--- config.mk ---
export PLATFORM = sky130hd
export DESIGN_NAME = hcl_front
export DESIGN_NICKNAME = d
export VERILOG_FILES = /design/src/rtl/hcl_pkg.sv /design/src/rtl/hcl_front.sv
export SDC_FILE = /design/constraint.sdc
export NUM_CORES = 2
export LEC_CHECK = 0
export BUFFER_PORTS_ARGS = -buffer_cell sky130_fd_sc_hd__buf_2
export CAP_MARGIN = 10
export CORE_UTILIZATION = 65
export CTS_BUF_LIST = sky130_fd_sc_hd__clkbuf_4 sky130_fd_sc_hd__clkbuf_8
export DETAILED_ROUTE_END_ITERATION = 10
export PLACE_DENSITY_LB_ADDON = 0.08
export SLEW_MARGIN = 10
export SYNTH_ARGS = -nofsm -noshare
export SYNTH_HDL_FRONTEND = slang
export SYNTH_SLANG_ARGS = --single-unit
--- constraint.sdc ---
create_clock -name clk -period 13.2 [get_ports clk]
set_input_delay 2.64 -clock clk [delete_from_list [all_inputs] [get_ports clk]]
set_output_delay 2.64 -clock clk [all_outputs]
set_load 0.1 [all_outputs]
--- src/rtl/hcl_pkg.sv ---
`timescale 1ns / 1ps
// ----------------------------------------------------------------------------
// hcl_pkg: shared types and constants
// Constants and types shared by the HSV plus tunable-white converter.
// ----------------------------------------------------------------------------
package hcl_pkg;

	localparam int HUE_W = 16;
	localparam int LVL_W = 8;
	localparam int KEL_W = 16;
	localparam int CFG_W = 15;
	localparam int IN_W  = 56;
	localparam int OUT_W = 40;
	localparam int SEC_W = 3;
	localparam int RNG_DW = 23;

	localparam logic [CFG_W-1:0] COLD_RST = 15'd6500;
	localparam logic [CFG_W-1:0] WARM_RST = 15'd2700;

	// configuration register indexes
	localparam logic CFG_COLD = 1'b0;
	localparam logic CFG_WARM = 1'b1;

	// 255 * 65536, the unit for q and t before scaling
	localparam logic [23:0] FULL_Q = 24'd16711680;
	// 255 * 255
	localparam logic [15:0] SAT_SQ = 16'd65025;
	localparam logic [7:0]  UNIT   = 8'd255;

	typedef enum logic [SEC_W-1:0] {
		SEC_RY = 3'd0,
		SEC_YG = 3'd1,
		SEC_GC = 3'd2,
		SEC_CB = 3'd3,
		SEC_BM = 3'd4,
		SEC_MR = 3'd5
	} sector_t;

	// width of one queued beat between front and back
	function automatic int pay_w(input int cb);
		return 6 * cb + 130;
	endfunction

endpackage

--- src/rtl/hcl_front.sv ---
`timescale 1ns / 1ps
// ----------------------------------------------------------------------------
// hcl_front: input stages
// Splits hue into sector and fraction, clamps the white position and forms
// all numerators and the white divisor over two stages.
// ----------------------------------------------------------------------------
module hcl_front #(
	parameter int CB = 8
) (
	input  logic                           clk,
	input  logic                           arst_n,
	input  logic [hcl_pkg::CFG_W-1:0]      cold_kelvin,
	input  logic [hcl_pkg::CFG_W-1:0]      warm_kelvin,
	input  logic                           in_valid,
	output logic                           in_ready,
	input  logic [hcl_pkg::IN_W-1:0]       in_data,
	output logic                           push,
	output logic [hcl_pkg::pay_w(CB)-1:0]  pay,
	input  logic                           full
);

	localparam int MW = CB + 8;

	logic [15:0] hue;
	logic [7:0]  sat;
	logic [7:0]  bri;
	logic [7:0]  lvl;
	logic [15:0] tk;
	logic [18:0] h6;
	logic [15:0] ff;
	logic [24:0] sq;
	logic [24:0] st;
	logic [15:0] diff;
	logic [14:0] rng;
	logic [14:0] pos;
	logic        adv;

	logic                      v_s1, v_s2;
	logic [hcl_pkg::SEC_W-1:0] sec_s1, sec_s2;
	logic                      satz_s1, satz_s2;
	logic                      wen_s1, wen_s2;
	logic [MW-1:0]             mv_s1;
	logic [MW-1:0]             ml_s1;
	logic [23:0]               aq_s1, at_s1;
	logic [7:0]                ps_s1;
	logic [14:0]               pos_s1, neg_s1, rng_s1;
	logic [CB+7:0]             nv_s2;
	logic [CB+15:0]            np_s2, nq_s2, nt_s2;
	logic [CB+22:0]            ncw_s2, nww_s2;
	logic [hcl_pkg::RNG_DW-1:0] dw_s2;
	logic [CB+31:0]            pq, pt;

	assign hue = in_data[15:0];
	assign sat = in_data[23:16];
	assign bri = in_data[31:24];
	assign lvl = in_data[39:32];
	assign tk  = in_data[55:40];

	assign adv      = !v_s2 || !full;
	assign in_ready = adv;
	assign push     = v_s2 && !full;

	// sector and fraction of hue times six, saturation products, white clamp
	always_comb begin
		h6   = ({3'b0, hue} << 2) + ({3'b0, hue} << 1);
		ff   = h6[15:0];
		sq   = 25'(sat) * 25'(ff);
		st   = 25'(sat) * (25'h10000 - 25'(ff));
		rng  = cold_kelvin - warm_kelvin;
		diff = tk - 16'(warm_kelvin);
		if (tk <= 16'(warm_kelvin)) begin
			pos = '0;
		end else if (diff >= 16'(rng)) begin
			pos = rng;
		end else begin
			pos = diff[14:0];
		end
	end

	// stage 1: scaled levels and clamped position
	always_ff @(posedge clk) begin
		if (adv) begin
			sec_s1  <= h6[18:16];
			satz_s1 <= (sat == '0);
			wen_s1  <= (cold_kelvin > warm_kelvin);
			mv_s1   <= ({bri, CB'(0)} - MW'(bri));
			ml_s1   <= ({lvl, CB'(0)} - MW'(lvl));
			aq_s1   <= hcl_pkg::FULL_Q - sq[23:0];
			at_s1   <= hcl_pkg::FULL_Q - st[23:0];
			ps_s1   <= hcl_pkg::UNIT - sat;
			pos_s1  <= pos;
			neg_s1  <= rng - pos;
			rng_s1  <= rng;
		end
	end

	assign pq = (CB+32)'(mv_s1) * (CB+32)'(aq_s1);
	assign pt = (CB+32)'(mv_s1) * (CB+32)'(at_s1);

	// stage 2: numerators; q and t drop the 2^16 of their divisor
	always_ff @(posedge clk) begin
		if (adv) begin
			sec_s2  <= sec_s1;
			satz_s2 <= satz_s1;
			wen_s2  <= wen_s1;
			nv_s2   <= mv_s1;
			np_s2   <= (CB+16)'(mv_s1) * (CB+16)'(ps_s1);
			nq_s2   <= pq[CB+31:16];
			nt_s2   <= pt[CB+31:16];
			ncw_s2  <= (CB+23)'(ml_s1) * (CB+23)'(pos_s1);
			nww_s2  <= (CB+23)'(ml_s1) * (CB+23)'(neg_s1);
			dw_s2   <= ({rng_s1, 8'b0} - 23'(rng_s1));
		end
	end

	// stage valids
	always_ff @(posedge clk or negedge arst_n) begin
		if (!arst_n) begin
			v_s1 <= 1'b0;
			v_s2 <= 1'b0;
		end else if (adv) begin
			v_s1 <= in_valid;
			v_s2 <= v_s1;
		end
	end

	assign pay = {dw_s2, nww_s2, ncw_s2, nt_s2, nq_s2, np_s2, nv_s2,
		wen_s2, satz_s2, sec_s2};

endmodule

==> metrics.txt <==
Reg clk slew, reported paths=60 ps; GRT Resource Usage Total=between 30% and 40%; Layout Nets=about 8,600; CTS tree=done; Synth async-reset ratio=less than 1%; I/O pin cnt=between 200 and 300; final setup fails=0; Hold EP=sec_s2[2]; Crit path largest cell delay=roughly 730 ps; total core area=between 90,000 and 100,000 µm²; RSZ-0062 raised after global routing=false; FF-to-FF setup slack=around 5300 ps; initial antenna violation count=10; drt pass-1 iters=5; R2R Path Start=mv_s1[1]; Slew Viols, Final=0; synthesized area per cell=~9.6 µm²; Seq/Total Area, Yosys=between 10 and 15%; Max-Cap Viols=0; Post-Syn Area=between 60,000 and 70,000 µm²; ys flop type=edfxtp_1; die area=just under 100,000 µm²; Crit path required time=13,700 ps; CTS sink count=about 320; Worst-Skew Late Latency=between 700 and 800 ps; outcome=finished, final reports clean; CTS Buf Count=58; Hold/Removal Path Class=reg2reg; wire per inst=around 19 µm; FP Rows=between 100 and 150; vias=around 45,000; chip width=between 300 and 400 µm; Post-synth EDFFs=between 300 and 400; Max Clock Skew=around 56 ps; DP HPWL=~110,000 µm; Fin. Hold Viols=0; slowest CP cell=fa_1; startpoint types=input port; Synth warnings=0; via/cell ratio=~5.6; GRT Residual Overflow=0; Tmin final=9890 ps; RD Place Congestion=around 0.9; global-route wire length before repair=around 250,000 µm; crit end category=flop; Period Utilization, post-route=74.9%; Syn-to-layout area delta=5.42%; Rel. slew slack=between 20% and 30%; hold path depth=0; FMAX=101 MHz; I/O Buffers=269; Most common cell on crit path=fa_1; largest net degree at the start of global routing=69; post-cts gate resize count=0; Syn Nets=roughly 8,500; worst slew pin tran=~1100 ps; clk root buf=clkbuf_8; layout cells sized above 1=under 10%; # hold bufs at CTS=0; CP arrival=~10,000 ps; H-Tree Depth=2; crit path kind=in2reg; post-route setup TNS=0 ps; Synth Instances=6,577; chip height=314 µm; setup repair bufs after CTS=0; starting density of the core=around two thirds; remaining antenna violation count=0; crit-path max FO=11; worst setup path startpoint=in_data[0]; final wirelength=around 150,000 µm; #FFs+latches synth=around 320; Synth cell types=between 90 and 100; vias in the first global route=48,400; CTS Buffer Depth=3; DRC Markers=0; FF-to-FF End=nt_s2[22]; worst reg-to-reg path cell count=25; HP Start=sec_s1[2]; drt first-iter violations=~2,700
## registers in the layout, indices dropped and copies added (netlist names), 22 cells and up
register,cells
ncw_s2,31
nww_s2,31
np_s2,24
nq_s2,24
nt_s2,24
aq_s1,23
dw_s2,23
at_s1,22
## through the flow
stage	area [µm²]	setup slack, ps	cells	utilization (%)	hold slack [ps]
floorplan	63100	695	6577	-	400
global placement	65300	2850	7892	68.4	404
detailed placement	65300	2590	7892	68.4	408
CTS	66500	3390	7995	69.6	421
global route	66500	2760	7996	69.6	426
finish	66500	3310	7997	69.6	419
## cell families after synthesis
logic type      Yosys count  share of synthesized area (%)
compound gates          483                           5.09
xor+xnor                235                           3.29
fa+ha+maj              1856                           51.0
buf+inv                1612                           9.67
flops                   315                           15.0
mux                      15                          0.242
simple gates           2061                           15.7
## area by class of cell
class,count,area [µm²]
clock inverter,28,270
tap,1265,1580
antenna,2,5.00
clock buffer,75,926
fill,7566,29000
sequential,315,9450
timing repair buffer,311,1660
inverter,1351,5070
multi-input combinational,4650,47600
## placed cells by master (no fill, tap or decap), types with 15 or more instances in the layout
master / n
clkbuf_4: 17
nor2b_1: 36
a31oi_1: 20
a21oi_1: 135
buf_4: 42
a211oi_1: 19
or2_2: 15
and2_1: 618
inv_1: 1351
nand4_1: 15
fa_1: 1195
xnor2_1: 165
o21bai_1: 21
xor2_1: 68
clkbuf_8: 58
nand2b_1: 23
buf_2: 269
o21a_1: 37
edfxtp_1: 313
nor2_1: 183
a21o_1: 65
or3_1: 19
nand3_1: 37
nor3_1: 56
nand2_1: 1000
ha_1: 661
o21ai_0: 82
## synth_stat cells, types with 6 or more instances
cell type     n  area share, %
a21oi_1     135            1.1
or3_1        19           0.19
nor4_1        9          0.089
o21a_1       37           0.44
o31ai_1      12           0.14
a31oi_1      20           0.20
nor3_1       56           0.44
nor2b_1      36           0.36
fa_1       1195             38
edfxtp_1    313             15
xnor2_1     165            2.3
nor2_1      183            1.1
o21ai_1       7          0.056
or2_2        15           0.15
clkbuf_1    246            1.5
a21o_1       65           0.77
a21boi_0      7          0.083
o211ai_1      8          0.095
and2_1      618            6.1
o21bai_1     21           0.25
nand4_1      15           0.15
and3_2        6          0.071
and3_1       13           0.13
inv_1      1351            8.0
o21ai_0      82           0.65
a211oi_1     19           0.23
nand3_1      37           0.29
ha_1        661             13
nand2b_1     23           0.23
xor2_1       68           0.94
nand2_1    1001            6.0
mux2i_1      13           0.21
## critical path: cells and delay by family
| family | cells | cell delay (ps) |
|---|---|---|
| fa+ha+maj | 8 | 3690 |
| compound gates | 7 | 1530 |
| buf+inv | 5 | 380 |
| xor+xnor | 2 | 350 |
| simple gates | 8 | 1790 |
## routing by layer
metal | track usage (%) | routed length, µm
met2 | 54.8 | 74000
met3 | 5.59 | 11300
met1 | 40.4 | 58200
met4 | 11.3 | 5610
met5 | 0 | 66
## worst max path at each step
| stage | endpoint | slack, ps | cells after the start |
|---|---|---|---|
| final | at_s1[23] | 3310 | 30 |
| after global placement | at_s1[23] | 2850 | 30 |
| after detailed placement | at_s1[23] | 2590 | 30 |
| after CTS | at_s1[23] | 3390 | 30 |
| after floorplan | in_ready | 700 | 1 |
| after global routing | at_s1[23] | 2760 | 30 |
Power is left out: the tool's default activity adds up to more than one toggle a clock period on the data nets, which glitch-free logic cannot reach.
