[src/rtl/hcl_pkg.sv]
`timescale 1ns / 1ps
// ----------------------------------------------------------------------------
// hcl_pkg: shared types and constants
// Constants and types shared by the HSV plus tunable-white converter.
// ----------------------------------------------------------------------------
package hcl_pkg;

	localparam int HUE_W = 16;
	localparam int LVL_W = 8;
	localparam int KEL_W = 16;
	localparam int CFG_W = 15;
	localparam int IN_W  = 56;
	localparam int OUT_W = 40;
	localparam int SEC_W = 3;
	localparam int RNG_DW = 23;

	localparam logic [CFG_W-1:0] COLD_RST = 15'd6500;
	localparam logic [CFG_W-1:0] WARM_RST = 15'd2700;

	// configuration register indexes
	localparam logic CFG_COLD = 1'b0;
	localparam logic CFG_WARM = 1'b1;

	// 255 * 65536, the unit for q and t before scaling
	localparam logic [23:0] FULL_Q = 24'd16711680;
	// 255 * 255
	localparam logic [15:0] SAT_SQ = 16'd65025;
	localparam logic [7:0]  UNIT   = 8'd255;

	typedef enum logic [SEC_W-1:0] {
		SEC_RY = 3'd0,
		SEC_YG = 3'd1,
		SEC_GC = 3'd2,
		SEC_CB = 3'd3,
		SEC_BM = 3'd4,
		SEC_MR = 3'd5
	} sector_t;

	// width of one queued beat between front and back
	function automatic int pay_w(input int cb);
		return 6 * cb + 130;
	endfunction

endpackage

[src/rtl/hcl_div.sv]
`timescale 1ns / 1ps
// ----------------------------------------------------------------------------
// hcl_div: pipelined restoring divider
// One quotient bit per stage; quotient must fit in QW bits.
// ----------------------------------------------------------------------------
module hcl_div #(
	parameter int NW = 16,
	parameter int DW = 8,
	parameter int QW = 8
) (
	input  logic          clk,
	input  logic          en,
	input  logic [NW-1:0] num,
	input  logic [DW-1:0] den,
	output logic [QW-1:0] quo
);

	localparam int W = (NW > DW + QW) ? NW : DW + QW;

	logic [W-1:0]  rem_s [QW+1];
	logic [DW-1:0] den_s [QW+1];
	logic [QW-1:0] quo_s [QW+1];

	assign rem_s[0] = W'(num);
	assign den_s[0] = den;
	assign quo_s[0] = '0;
	assign quo      = quo_s[QW];

	// one compare and subtract per stage, highest bit first
	for (genvar k = 0; k < QW; k++) begin : g_stage
		logic [W-1:0] trial;
		logic         hit;

		assign trial = W'(den_s[k]) << (QW - 1 - k);
		assign hit   = (rem_s[k] >= trial);

		always_ff @(posedge clk) begin
			if (en) begin
				rem_s[k+1] <= hit ? rem_s[k] - trial : rem_s[k];
				den_s[k+1] <= den_s[k];
				quo_s[k+1] <= {quo_s[k][QW-2:0], hit};
			end
		end
	end

endmodule

[src/rtl/hcl_back.sv]
`timescale 1ns / 1ps
// ----------------------------------------------------------------------------
// hcl_back: divide, select and pack
// Scales v/p/q/t by reciprocal multiplication, runs two pipelined dividers
// for the white channels, picks v/p/q/t per sector and registers the packed
// LED word.
// ----------------------------------------------------------------------------
module hcl_back #(
	parameter int CB = 8
) (
	input  logic                           clk,
	input  logic                           arst_n,
	input  logic [hcl_pkg::pay_w(CB)-1:0]  pay,
	input  logic                           empty,
	output logic                           pop,
	output logic                           out_valid,
	input  logic                           out_ready,
	output logic [hcl_pkg::OUT_W-1:0]      out_data
);

	localparam int SW = hcl_pkg::SEC_W + 2 + 4 * CB;
	localparam int PW = 5 * CB;
	// floor(x / d) = (x * ceil(2^s / d)) >> s, exact over the numerator ranges
	localparam int VSH = CB + 16;
	localparam int PSH = CB + 32;
	localparam longint unsigned VREC = ((64'd1 << VSH) + 64'd254) / 64'd255;
	localparam longint unsigned PREC = ((64'd1 << PSH) + 64'd65024) / 64'd65025;

	logic [hcl_pkg::SEC_W-1:0]  sec_in;
	logic                       satz_in, wen_in;
	logic [CB+7:0]              nv;
	logic [CB+15:0]             np, nq, nt;
	logic [CB+22:0]             ncw, nww;
	logic [hcl_pkg::RNG_DW-1:0] dw;
	logic                       adv;

	logic [2*CB+15:0] mv;
	logic [2*CB+31:0] mp, mq, mt;
	logic [CB-1:0] qv0, qp0, qq0, qt0;
	logic [CB-1:0] qv, qp, qq, qt, qcw, qww;
	logic [SW-1:0] side_s [CB+1];
	logic          vld_s  [CB+1];
	logic [hcl_pkg::SEC_W-1:0] sec_d;
	logic          satz_d, wen_d;
	logic [CB-1:0] r, g, b, cw, ww;
	logic [PW+39:0] wide;
	logic          out_valid_q;
	logic [hcl_pkg::OUT_W-1:0] out_data_q;
	hcl_pkg::sector_t sec;

	assign {dw, nww, ncw, nt, nq, np, nv, wen_in, satz_in, sec_in} = pay;

	assign adv = !out_valid_q || out_ready;
	assign pop = adv && !empty;

	// divide v by 255 and p, q, t by 255*255
	assign mv  = (2*CB+16)'(nv) * (2*CB+16)'(VREC);
	assign mp  = (2*CB+32)'(np) * (2*CB+32)'(PREC);
	assign mq  = (2*CB+32)'(nq) * (2*CB+32)'(PREC);
	assign mt  = (2*CB+32)'(nt) * (2*CB+32)'(PREC);
	assign qv0 = mv[2*CB+15:VSH];
	assign qp0 = mp[2*CB+31:PSH];
	assign qq0 = mq[2*CB+31:PSH];
	assign qt0 = mt[2*CB+31:PSH];

	hcl_div #(.NW(CB+23), .DW(hcl_pkg::RNG_DW), .QW(CB)) u_div_cw (
		.clk(clk), .en(adv), .num(ncw), .den(dw), .quo(qcw));
	hcl_div #(.NW(CB+23), .DW(hcl_pkg::RNG_DW), .QW(CB)) u_div_ww (
		.clk(clk), .en(adv), .num(nww), .den(dw), .quo(qww));

	assign side_s[0] = {qt0, qq0, qp0, qv0, wen_in, satz_in, sec_in};
	assign vld_s[0]  = !empty;

	// carry flags and color channels alongside the dividers
	for (genvar k = 0; k < CB; k++) begin : g_side
		always_ff @(posedge clk) begin
			if (adv) begin
				side_s[k+1] <= side_s[k];
			end
		end
		always_ff @(posedge clk or negedge arst_n) begin
			if (!arst_n) begin
				vld_s[k+1] <= 1'b0;
			end else if (adv) begin
				vld_s[k+1] <= vld_s[k];
			end
		end
	end

	assign {qt, qq, qp, qv, wen_d, satz_d, sec_d} = side_s[CB];
	assign sec = hcl_pkg::sector_t'(sec_d);

	// pick channels per sector; gray at zero saturation, white only if cold > warm
	always_comb begin
		unique case (sec)
			hcl_pkg::SEC_RY: begin r = qv; g = qt; b = qp; end
			hcl_pkg::SEC_YG: begin r = qq; g = qv; b = qp; end
			hcl_pkg::SEC_GC: begin r = qp; g = qv; b = qt; end
			hcl_pkg::SEC_CB: begin r = qp; g = qq; b = qv; end
			hcl_pkg::SEC_BM: begin r = qt; g = qp; b = qv; end
			default:         begin r = qv; g = qp; b = qq; end
		endcase
		if (satz_d) begin
			r = qv;
			g = qv;
			b = qv;
		end
		if (wen_d) begin
			cw = qcw;
			ww = qww;
		end else begin
			cw = '0;
			ww = '0;
		end
		wide = {40'b0, cw, ww, b, r, g};
	end

	// output register
	always_ff @(posedge clk) begin
		if (adv) begin
			out_data_q <= wide[39:0];
		end
	end

	always_ff @(posedge clk or negedge arst_n) begin
		if (!arst_n) begin
			out_valid_q <= 1'b0;
		end else if (adv) begin
			out_valid_q <= vld_s[CB];
		end
	end

	assign out_valid = out_valid_q;
	assign out_data  = out_data_q;

endmodule

[config.mk]
export PLATFORM = sky130hd
export DESIGN_NAME = hcl_back
export DESIGN_NICKNAME = d
export VERILOG_FILES = /design/src/rtl/hcl_pkg.sv /design/src/rtl/hcl_div.sv /design/src/rtl/hcl_back.sv
export SDC_FILE = /design/constraint.sdc
export NUM_CORES = 2
export LEC_CHECK = 0
export ABC_AREA = 1
export BUFFER_PORTS_ARGS = -buffer_cell sky130_fd_sc_hd__buf_2
export CAP_MARGIN = 30
export CORE_ASPECT_RATIO = 0.8
export CORE_MARGIN = 2
export CORE_UTILIZATION = 55
export CTS_CLUSTER_SIZE = 10
export DETAILED_ROUTE_END_ITERATION = 12
export MAX_ROUTING_LAYER = met4
export PLACE_DENSITY = 0.78
export SETUP_SLACK_MARGIN = 0.1
export SKIP_CTS_REPAIR_TIMING = 1
export SYNTH_ARGS = -nofsm -noshare
export SYNTH_HDL_FRONTEND = slang
export SYNTH_SLANG_ARGS = --single-unit
[constraint.sdc]
create_clock -name clk -period 27.5 [get_ports clk]
set_clock_uncertainty 0.1 [all_clocks]
set_input_delay 0 -clock clk [delete_from_list [all_inputs] [get_ports clk]]
set_output_delay 0 -clock clk [all_outputs]
set_load 0.005 [all_outputs]
==> metrics.csv <==
metric,value,unit
nets,13100,
max_freq,190,MHz
multi_input_area,46300,um2
core,155000,um2
synth.area.top_cells,"edfxtp_1 (35%), nand2_1 (18%), ha_1 (16%), inv_1 (9.8%), fa_1 (4.5%)",
hold_slack,-16.1,ps
route.detailed.drc,0,
post_drt_wl_per_cell,18.6,um
layout_common_cells,"nand2_1 (4064), inv_1 (2235), ha_1 (1083)",
grt.total_usage,32.5,%
io_buffers,223,
ant_nets,0,
regArea,30300,um2
num_rows,129,
cp-start-kind,primary input,
arrival,5710,ps
powerDensity,125,nW/um2
cap_violations,0,
syn_nets,12700,
finalCritPeriodShare,19.2,%
async_flop_share,0.889,%
boundaryPins,224,
synth-warning-count,0,
cp_data_required_time,27930,ps
synth_area,85700,um2
endpoint_kind,flop,
insertion_delay,780,ps
antenna_found_initial,4,
num-fill-cells,14000,
synth.distinct_cells,51,
synth-seq-area-share,35.4,%
critPathKind,in2reg,
hp-class,in2reg,
mostFrequentLayoutCell,nand2_1,
synthCells,11200,
grt_pass1_vias,69400,
worst_pin_slew,956,ps
routabilityCongestion,1.01,
leakagePower,0.0502,uW
finalSetupTns,0,ps
num_vias,73500,
ys_ff_latch,1012,
die_area,159000,um2
viasPerCell,5.34,
rsz0062_at_grt,false,
final-hold-violation-count,2,
cts.clk_slew.worst_paths,60,ps
synth_edf_count,1003,
syn_to_final_growth,9.69,%
ir_drop,0.0000724,V
synth.top_cell.area_share,35.1,%
wl,256000,um
synth_top_cell_by_area,edfxtp_1,
dr.pass1.iters,8,
die_w,445,um
cts_made_buffers,117,
ys.flop_type,edfxtp_1,
start_util,55.4,%
overflow,0,
first_iter_violations,6910,
status,"finished, violations left",
cp_max_fo,9,
placed_area,88800,um2
cts_buffer_depth,3,
max_slew_margin,36.2,%
grt_pass1_wl,387000,um
grt_max_degree,165,
post-route-min-period,5270,ps
syn_area_per_cell,7.63,um2
violations,negative hold slack,
finalSetupViolCount,0,
cts_max_level,3,
die_h,357,um
root_buffer,clkbuf_16,
cts.sinks,1012,
report.final.slew_viol_count,0,
tritoncts,done,
drive_above_1_share,4.32,%
hpwlAfterDp,211000,um
finish.instance_area,94000,um2
[flip-flops by register name (all words and copies together) (netlist names), 23 cells and up]
name and flops:
u_div_ww.rem_s 217, out_data 40, u_div_cw.den_s 138, u_div_ww.den_s 23
u_div_cw.rem_s 217, u_div_ww.quo_s 28, u_div_cw.quo_s 28, side_s 260
[final timing paths]
check                                      start  cells after the start  slack (ps)                             to
max in group asynchronous                 arst_n                      3       26860           vld_s[4]$_DFFE_PN0N_
setup reg to reg           out_valid$_DFFE_PN0N_                      6       23380  u_div_ww.rem_s[183]$_DFFE_PN_
setup / recovery                         pay[91]                     23       22230          side_s[295]$_DFFE_PN_
hold / removal                          pay[146]                      4         -20  u_div_ww.rem_s[239]$_DFFE_PN_
min in group asynchronous                 arst_n                      3         150           vld_s[6]$_DFFE_PN0N_
hold reg to reg            side_s[210]$_DFFE_PN_                      0         280          side_s[173]$_DFFE_PN_
[power by group]
group          total (uW)  internal (uW)  switching [uW]  leakage [uW]
logic                7020           2280            4740        0.0382
registers            3360           2840             524        0.0103
clock network        1420            808             610       0.00164
total               11800           5920            5870        0.0502
[cell type report]
cell class,count,share of cell area [%]
Antenna cell,3,0.00798
Clock buffer,143,3.27
Clock inverter,23,0.333
Inverter,2251,8.99
Multi-Input combinational cell,7895,49.2
Sequential cell,1012,32.3
Tap cell,2030,2.70
Timing Repair Buffer,406,3.21
[worst max-delay path, stage by stage]
cell and delay, ps:
dlygate4sd3_1 520, buf_2 300, inv_1 160, ha_1 310, inv_1 60, ha_1 130
inv_1 50, fa_1 550, inv_1 60, fa_1 590, ha_1 280, ha_1 200
ha_1 330, nand2_1 130, inv_1 110, nand2_1 100, nor2_1 240, and3_1 250
nand2_1 90, nand4_1 70, dlygate4sd3_1 550, nand2_1 50, dlygate4sd3_1 550
[per-stage QoR]
stage,utilization (%),power (uW),hold slack (ps),setup slack [ps],cells
finish,60.8,11800,-16.1,22230,13800
global route,60.8,12800,-9.88,21980,13800
CTS,59.6,11700,-1100,23070,13600
detailed placement,57.5,10200,-239,22760,13400
global placement,57.5,10100,-250,22840,13400
floorplan,-,8440,-396,804,11200
[synth_stat cells (7+ instances only)]
cell / instances
and3_1: 12
buf_6: 44
xnor2_1: 31
nor2_2: 30
a211oi_1: 11
nor3_1: 76
o21ai_1: 12
ha_1: 1083
o21ai_0: 127
inv_1: 2235
xor2_1: 143
buf_2: 14
nor2_1: 767
o21bai_1: 57
nand2_1: 4064
nand2_2: 10
o211ai_1: 16
o22ai_1: 16
buf_4: 7
nor2_4: 8
a21oi_2: 22
edfxtp_1: 1003
and2_1: 40
a21oi_1: 361
inv_2: 15
dfrtp_1: 9
nor4_1: 8
nand3b_1: 32
nand4_1: 156
nand3_2: 20
fa_1: 194
nand3_1: 547
[logic make-up (layout without fill, tap and decap cells)]
kind of cell / Yosys count / in the layout / synth area share [%]
fa+ha+maj: 1277 / 1277 / 20.3
xor+xnor: 174 / 174 / 1.78
other cells: 0 / 3 / 0
simple gates: 5798 / 5798 / 27.6
buf+inv: 2323 / 2823 / 10.6
compound gates: 646 / 646 / 4.22
flops: 1012 / 1012 / 35.4
[routing by layer]
metal | up-vias | global-route usage (%) | routed length, um | part of all wire (%)
met2 | 2795 | 49.5 | 113000 | 44
met5 | - | - | 0 | 0
li1 | 36400 | - | - | -
met1 | 33900 | 44.3 | 113000 | 44
met4 | 0 | 11.7 | 10400 | 4.1
met3 | 434 | 4.54 | 19900 | 7.8
No activity file was read; power rests on OpenSTA's default activity.
