--- config.mk ---
export PLATFORM = sky130hd
export DESIGN_NAME = hcl_fifo
export DESIGN_NICKNAME = d
export VERILOG_FILES = /design/src/rtl/hcl_fifo.sv
export SDC_FILE = /design/constraint.sdc
export NUM_CORES = 1
export LEC_CHECK = 0
export BUFFER_PORTS_ARGS = -buffer_cell sky130_fd_sc_hd__buf_2
export CAP_MARGIN = 30
export CORE_AREA = 2 2 248 128
export CTS_CLUSTER_DIAMETER = 120
export DETAILED_ROUTE_END_ITERATION = 10
export DIE_AREA = 0 0 250 130
export GPL_ROUTABILITY_DRIVEN = 1
export PLACE_DENSITY = 0.67
export RECOVER_POWER = 25
export SLEW_MARGIN = 30
export SYNTH_ARGS = -nofsm -noshare
export SYNTH_HDL_FRONTEND = slang
export SYNTH_SLANG_ARGS = --single-unit
--- constraint.sdc ---
create_clock -name clk -period 12.5 [get_ports clk]
set_input_delay 1.875 -clock clk [delete_from_list [all_inputs] [get_ports clk]]
set_output_delay 1.875 -clock clk [all_outputs]
set_load 0.05 [all_outputs]
--- src/rtl/hcl_fifo.sv ---
`timescale 1ns / 1ps
// ----------------------------------------------------------------------------
// hcl_fifo: short register queue
// Small first-in first-out queue decoupling the front and back halves.
// ----------------------------------------------------------------------------
module hcl_fifo #(
	parameter int W     = 178,
	parameter int DEPTH = 2
) (
	input  logic         clk,
	input  logic         arst_n,
	input  logic         push,
	input  logic [W-1:0] din,
	output logic         full,
	input  logic         pop,
	output logic [W-1:0] dout,
	output logic         empty
);

	localparam int AW = (DEPTH > 1) ? $clog2(DEPTH) : 1;

	logic [W-1:0]  mem_q [DEPTH];
	logic [AW-1:0] wr_q;
	logic [AW-1:0] rd_q;
	logic [AW:0]   cnt_q;

	assign full  = (cnt_q == (AW+1)'(DEPTH));
	assign empty = (cnt_q == '0);
	assign dout  = mem_q[rd_q];

	// store beat
	always_ff @(posedge clk) begin
		if (push) begin
			mem_q[wr_q] <= din;
		end
	end

	// advance pointers and count
	always_ff @(posedge clk or negedge arst_n) begin
		if (!arst_n) begin
			wr_q  <= '0;
			rd_q  <= '0;
			cnt_q <= '0;
		end else begin
			if (push) begin
				wr_q <= (wr_q == AW'(DEPTH - 1)) ? '0 : wr_q + 1'b1;
			end
			if (pop) begin
				rd_q <= (rd_q == AW'(DEPTH - 1)) ? '0 : rd_q + 1'b1;
			end
			if (push && !pop) begin
				cnt_q <= cnt_q + 1'b1;
			end else if (pop && !push) begin
				cnt_q <= cnt_q - 1'b1;
			end
		end
	end

	a_no_overflow: assert property (@(posedge clk) disable iff (!arst_n) !(push && full))
		else $error("queue overflow");
	a_no_underflow: assert property (@(posedge clk) disable iff (!arst_n) !(pop && empty))
		else $error("queue underflow");
	a_count_range: assert property (@(posedge clk) disable iff (!arst_n)
		cnt_q <= (AW+1)'(DEPTH))
		else $error("queue count out of range");
	a_push_grows: assert property (@(posedge clk) disable iff (!arst_n)
		(push && !pop) |=> !empty)
		else $error("queue empty after push");

endmodule

==> results.py, run 1 <==
metrics = {
    "run_status": {
        "status": "finished, final reports clean",
    },
    "cells_and_area": {
        "instances_no_fill": 1391,
        "layout_commonest_cell": "edfxtp_1",
        "syn2layout_area_growth_pct": 24.1,
        "layout-drive-gt1-share_pct": 56.9,
        "final_cell_mix": "edfxtp_1 (356), buf_2 (322), mux2_4 (100)",
        "finalNetCount": 1137,
    },
    "setup_path": {
        "endpoint_kind": "primary output",
        "arrival_ns": 2.96,
        "crit_chain": "buf_6, mux2_2, buf_2",
        "critPathMaxStageDelay_ns": 1.03,
        "r2r_slack_ns": 9.96,
        "crit_path_max_fanout": 64,
        "start_kind": "register",
        "cp_slowest_cell": "dfrtp_4",
        "cp.required_ns": 10.62,
        "crit_type": "reg2out",
        "regToRegStartpoint": "wr_q",
        "r2r.worst_path.cells": 3,
        "rr_endpoint": "mem_q[0][105]",
    },
    "clocking": {
        "clockBufferDepth": 3,
        "cts_max_level": 2,
        "cts_tree": "done",
        "cts_buffers": 34,
        "cts_hold_buf": 0,
        "clock_sinks": 360,
        "insertion_delay_ns": 0.51,
        "cts_resized": 0,
        "clkTransAtPathRegs_ns": 0.06,
        "post_cts_buffers": 0,
        "cts_root_buf": "clkbuf_16",
    },
    "pwr": {
        "ir_drop_v": 0.000176,
        "p_per_area_mw_per_mm2": 272,
        "p_leak_uw": 0.00644,
    },
    "yosys": {
        "syn_nets": 753,
        "synth_seq_cells": 360,
        "ys_warn_count": 0,
        "syn-cell-area_sq_mm": 0.0134,
        "avgSynthCellArea_sq_um": 23.6,
        "synth_top_area_cell": "edfxtp_1",
        "netlist-cell-type-count": 13,
        "ys_seq_area_share_pct": 80.3,
        "netlist.area_leader.share_pct": 79.5,
        "ys_top_cells_by_area": "edfxtp_1 (80%), mux2_4 (11%), mux2_2 (6.5%)",
        "syn_inst": 570,
    },
    "floorplan": {
        "boundaryPins": 362,
        "core-area_sq_mm": 0.0307,
        "die_w_um": 250,
        "fp-row-count": 46,
        "initial_core_util_pct": 43.7,
        "die_area_sq_mm": 0.0325,
        "die_h_um": 130,
    },
    "min_path": {
        "hold_start": "cnt_q[1]",
        "hold_class": "reg2reg",
        "min_path_cells": 1,
        "hold_end": "cnt_q[1]",
    },
    "grt": {
        "first_global_vias": 6659,
        "grt_pass1_wl_mm": 38.9,
        "grt_max_degree": 75,
        "grt_remaining_overflow": 0,
        "grt_usage_pct": 15.8,
        "antenna_found_initial": 4,
    },
    "place": {
        "portBuffers": 361,
        "place_congestion": 0.748,
        "post-place-cells": 1326,
        "dp_hpwl_mm": 18.0,
    },
    "timing": {
        "hold_viol": 0,
        "tightest_slew_ns": 0.934,
        "final.setup.tns_ns": 0,
        "fmax_mhz": 207,
        "timing.final.crit_share_pct": 38.7,
        "slew_headroom_pct": 37.8,
        "setup_viol_count_final": 0,
        "skew_ns": 0.0142,
        "rsz0062_at_grt": "no",
        "finalMaxSlewViolations": 0,
        "period_needed_ns": 4.84,
    },
    "route": {
        "drtAntennaViolNets": 0,
        "avgViaCountPerCell": 4.76,
        "routedWlPerCell_um": 19.3,
        "drt_wl_total_mm": 26.8,
        "dr.pass1.iters": 4,
        "dr.first_iter.drc_count": 313,
        "drc_errors": 0,
        "num_vias": 6624,
    },
    "run": {
        "cap_violations": 0,
    },
}
-- layout make-up --
class	instances	area [sq um]
Clock inverter	14	80.1
Multi-Input combinational cell	189	2470
Fill cell	2445	14100
Sequential cell	360	10800
Inverter	1	3.75
Clock buffer	47	983
Tap cell	408	510
Timing Repair Buffer	368	1830
Antenna cell	4	10.0
-- stage by stage --
| stage | instance area [sq um] | setup WS [ns] | hold WS [ns] | total power [uW] | utilization (%) |
|---|---|---|---|---|---|
| finish | 16700 | 7.66 | 0.500 | 4540 | 54.3 |
| global route | 16700 | 7.50 | 0.523 | 4720 | 54.2 |
| CTS | 16700 | 7.38 | 0.502 | 4590 | 54.4 |
| detailed placement | 15600 | 7.94 | 0.484 | 3610 | 50.9 |
| global placement | 15600 | 7.92 | 0.498 | 3590 | 50.9 |
| floorplan | 13400 | 2.20 | 0.455 | 3290 | - |
-- worst max-delay path: cells and delay by family, from the launching register on --
kind / cells / cell delay (ns)
mux: 1 / 0.42
buf+inv: 2 / 0.85
flops: 1 / 1.03
-- where the power goes --
part           internal [uW]  switching (uW)  leakage (uW)
combinational            549            1310       0.00253
sequential              1600            96.3       0.00339
clock                    554             425      0.000520
total                   2710            1830       0.00644
-- cell usage after synthesis (all sizes together) --
| cell | instances |
|---|---|
| nor2b | 2 |
| edfxtp | 356 |
| inv | 1 |
| and2 | 1 |
| buf | 20 |
| xnor2 | 1 |
| xor2 | 4 |
| nor2 | 2 |
| dfrtp | 4 |
| ha | 1 |
| mux2 | 178 |
-- registers in the layout, summed over array words and instances (netlist names) --
register and flops:
cnt_q 2, mem_q 356, rd_q 1, wr_q 1
-- cells by family (layout without fill, tap and decap cells) --
| group | count (synthesis) | after routing | synth area share, % |
|---|---|---|---|
| and+or+nand+nor | 5 | 5 | 0.195 |
| buffers and inverters | 21 | 430 | 1.42 |
| DFF | 360 | 360 | 80.3 |
| adders and majority gates | 1 | 1 | 0.0931 |
| other | 0 | 4 | 0 |
| muxes | 178 | 178 | 17.7 |
| xor gates and xnor gates | 5 | 5 | 0.326 |
-- worst max path at each step --
| stage | from | endpoint | slack, ns | depth (start not counted) |
|---|---|---|---|---|
| after floorplan | push | mem_q[0][0] | 2.20 | 1 |
| after global placement | rd_q | dout[139] | 7.92 | 3 |
| after detailed placement | rd_q | dout[18] | 7.94 | 3 |
| after CTS | rd_q | dout[18] | 7.38 | 3 |
| after global routing | rd_q | dout[139] | 7.50 | 3 |
| final | rd_q | dout[139] | 7.66 | 3 |
-- per-layer routing --
layer	global-route usage (%)	up-vias	wire, um
li1	-	3053	-
met1	22.1	3334	12300
met2	24.1	195	12200
met3	5.49	40	1940
met4	3.45	2	382
met5	0	-	16
Note: power is estimated with default switching activity, not from simulation.
==> run 2, diff against run 1 <==
Settings changed: ABC_AREA set to 1.
Clock period 12.5 ns to 5.1 ns, I/O delays scaled along.
==> run 2 against run 1 <==
Net effect:
- cell count rose by 0.58%
- first-iteration DRC count rose by 14%
- area after synthesis rose by 0.15%
- global-route usage rose by 0.54 points
- utilization rose by 0.27 points
- critical path depth did not move
- flip-flop and latch count did not move
- register-to-register slack got worse by 6.9 ns
- die area did not move
- hold slack got worse by 0.40 ns
- sequential share of layout area fell by 0.32 points
- non-clock buffer count rose by 3
==> results.py, run 2 <==
metrics = {
    "run_status": {
        "status": "finished, final reports clean",
    },
    "setup_path": {
        "arrival_ns": 2.63,
        "rr_endpoint": "mem_q[1][17]",
        "crit_path_max_fanout": 48,
        "endpoint_kind": "primary output",
        "crit_type": "reg2out",
        "regToRegStartpoint": "wr_q",
        "r2r.worst_path.cells": 3,
        "cp.required_ns": 4.34,
        "start_kind": "register",
        "r2r_slack_ns": 3.11,
    },
    "place": {
        "place_ws_ns": 2.20,
        "dp_hpwl_mm": 18.7,
        "portBuffers": 361,
        "place_congestion": 0.770,
        "placed_cell_area_sq_mm": 0.0157,
    },
    "yosys": {
        "syn_inst": 579,
        "ys_warn_count": 0,
        "syn_nets": 762,
        "netlist_top_cells_count": "edfxtp_1 (356), mux2_4 (100), mux2_2 (78)",
        "netlist.area_leader.share_pct": 79.4,
        "synth_top_area_cell": "edfxtp_1",
        "ys_seq_area_share_pct": 80.1,
        "synthFlopType": "edfxtp_1",
        "netlist-cell-type-count": 14,
        "async_flop_share_pct": 1.11,
        "synth_edf_count": 356,
        "ys_top_cells_by_area": "edfxtp_1 (79%), mux2_4 (11%), mux2_2 (6.5%)",
        "avgSynthCellArea_sq_um": 23.3,
        "synth_most_common_cell": "edfxtp_1",
        "synth_seq_cells": 360,
        "syn-cell-area_sq_mm": 0.0135,
    },
    "cells_and_area": {
        "largest_register_ffs": 356,
        "nFillCells": 2469,
        "syn2layout_area_growth_pct": 24.5,
        "final_cell_mix": "edfxtp_1 (356), buf_2 (325), mux2_4 (100)",
        "layout_commonest_cell": "edfxtp_1",
        "multiInputGateArea_sq_mm": 0.00247,
        "finalNetCount": 1149,
        "reg_top3": "mem_q (356), cnt_q (2)",
        "seq_area_sq_mm": 0.0108,
        "largest_register": "mem_q",
        "fin_area_sq_mm": 0.0168,
        "layout-drive-gt1-share_pct": 56.9,
    },
    "route": {
        "drt_wl_total_mm": 27.8,
        "drc_errors": 0,
        "num_vias": 6695,
        "drtAntennaViolNets": 0,
        "dr.pass1.iters": 4,
        "routedWlPerCell_um": 19.9,
        "avgViaCountPerCell": 4.79,
        "dr.first_iter.drc_count": 358,
    },
    "timing": {
        "timing.final.crit_share_pct": 66.6,
        "hold_viol": 0,
        "finalMaxSlewViolations": 0,
        "fmax_mhz": 294,
        "setup_viol_count_final": 0,
        "tightest_slew_ns": 0.882,
        "period_needed_ns": 3.40,
        "setup_ws_ns": 1.70,
        "final.setup.tns_ns": 0,
        "rsz0062_at_grt": "no",
        "skew_ns": 0.00763,
        "slew_headroom_pct": 41.2,
    },
    "clocking": {
        "clock_sinks": 360,
        "cts_resized": 0,
        "cts_max_level": 2,
        "clkTransAtPathRegs_ns": 0.06,
        "insertion_delay_ns": 0.51,
        "cts_tree": "done",
        "post_cts_buffers": 0,
        "clockBufferDepth": 3,
        "cts_hold_buf": 0,
        "cts_root_buf": "clkbuf_16",
        "cts_buffers": 34,
    },
    "floorplan": {
        "die_area_sq_mm": 0.0325,
        "fp-row-count": 46,
        "initial_core_util_pct": 43.8,
        "die_w_um": 250,
        "boundaryPins": 362,
        "die_h_um": 130,
        "core-area_sq_mm": 0.0307,
    },
    "run": {
        "cap_violations": 0,
    },
    "pwr": {
        "p_leak_uw": 0.00650,
        "p_per_area_mw_per_mm2": 667,
        "fin_total_pwr_uw": 11200,
        "ir_drop_v": 0.000368,
    },
    "grt": {
        "antenna_found_initial": 6,
        "first_global_vias": 6823,
        "grt_max_degree": 95,
        "grt_usage_pct": 16.3,
        "grt_pass1_wl_mm": 40.0,
        "grt_remaining_overflow": 0,
    },
    "min_path": {
        "hold_class": "in2async",
    },
}
## run 2: logic make-up (layout without fill, tap and decap cells)
group                      Yosys count  after routing  synth area share, %
xor gates and xnor gates             3              3                0.195
adders and majority gates            1              1               0.0929
buffers and inverters               27            436                 1.59
DFF                                360            360                 80.1
muxes                              178            178                 17.7
other                                0              3                    0
and+or+nand+nor                     10             10                0.307
## run 2: area by class of cell
type	instances	share of cell area [%]
flip-flops and latches	360	64.4
multi-input cells	192	14.7
repair buffers	371	11.3
clock buffers	43	5.66
well taps	408	3.05
clock inverters	15	0.605
inverters	7	0.202
diodes	3	0.0448
## run 2: report_power, final
part	leakage [uW]	internal, uW	switching (uW)	total (uW)
combinational	0.00260	1380	3250	4630
sequential	0.00339	3920	235	4160
clock	0.000511	1370	1030	2400
## run 2: worst max path at each step
| stage | end | slack [ns] | start |
|---|---|---|---|
| after floorplan | mem_q[1][0] | 0.31 | push |
| after global placement | dout[4] | 2.24 | rd_q |
| after detailed placement | dout[146] | 2.20 | rd_q |
| after CTS | dout[146] | 1.64 | rd_q |
| after global routing | dout[156] | 1.58 | rd_q |
| final | dout[146] | 1.70 | rd_q |
## run 2: critical path, cell delays in order, from the launching register on
cell and delay, ns:
dfrtp_4 1.00, buf_4 0.47, mux2_2 0.39, buf_2 0.21
## run 2: through the flow
| stage | hold slack (ns) | cells | util, % |
|---|---|---|---|
| after floorplan | 0.463 | 579 | - |
| after global placement | 0.482 | 1338 | 51.2 |
| after detailed placement | 0.498 | 1338 | 51.2 |
| after CTS | 0.0271 | 1396 | 54.7 |
| after global routing | 0.0756 | 1398 | 54.5 |
| final | 0.0955 | 1399 | 54.5 |
## run 2: per-layer routing
metal / GRT usage [%] / part of all wire (%) / vias to the layer above
met2: 26.1 / 47 / 216
met1: 21.3 / 43 / 3350
met3: 5.86 / 8.0 / 39
met5: 0 / 0.093 / -
li1: - / - / 3086
met4: 4.51 / 1.2 / 4
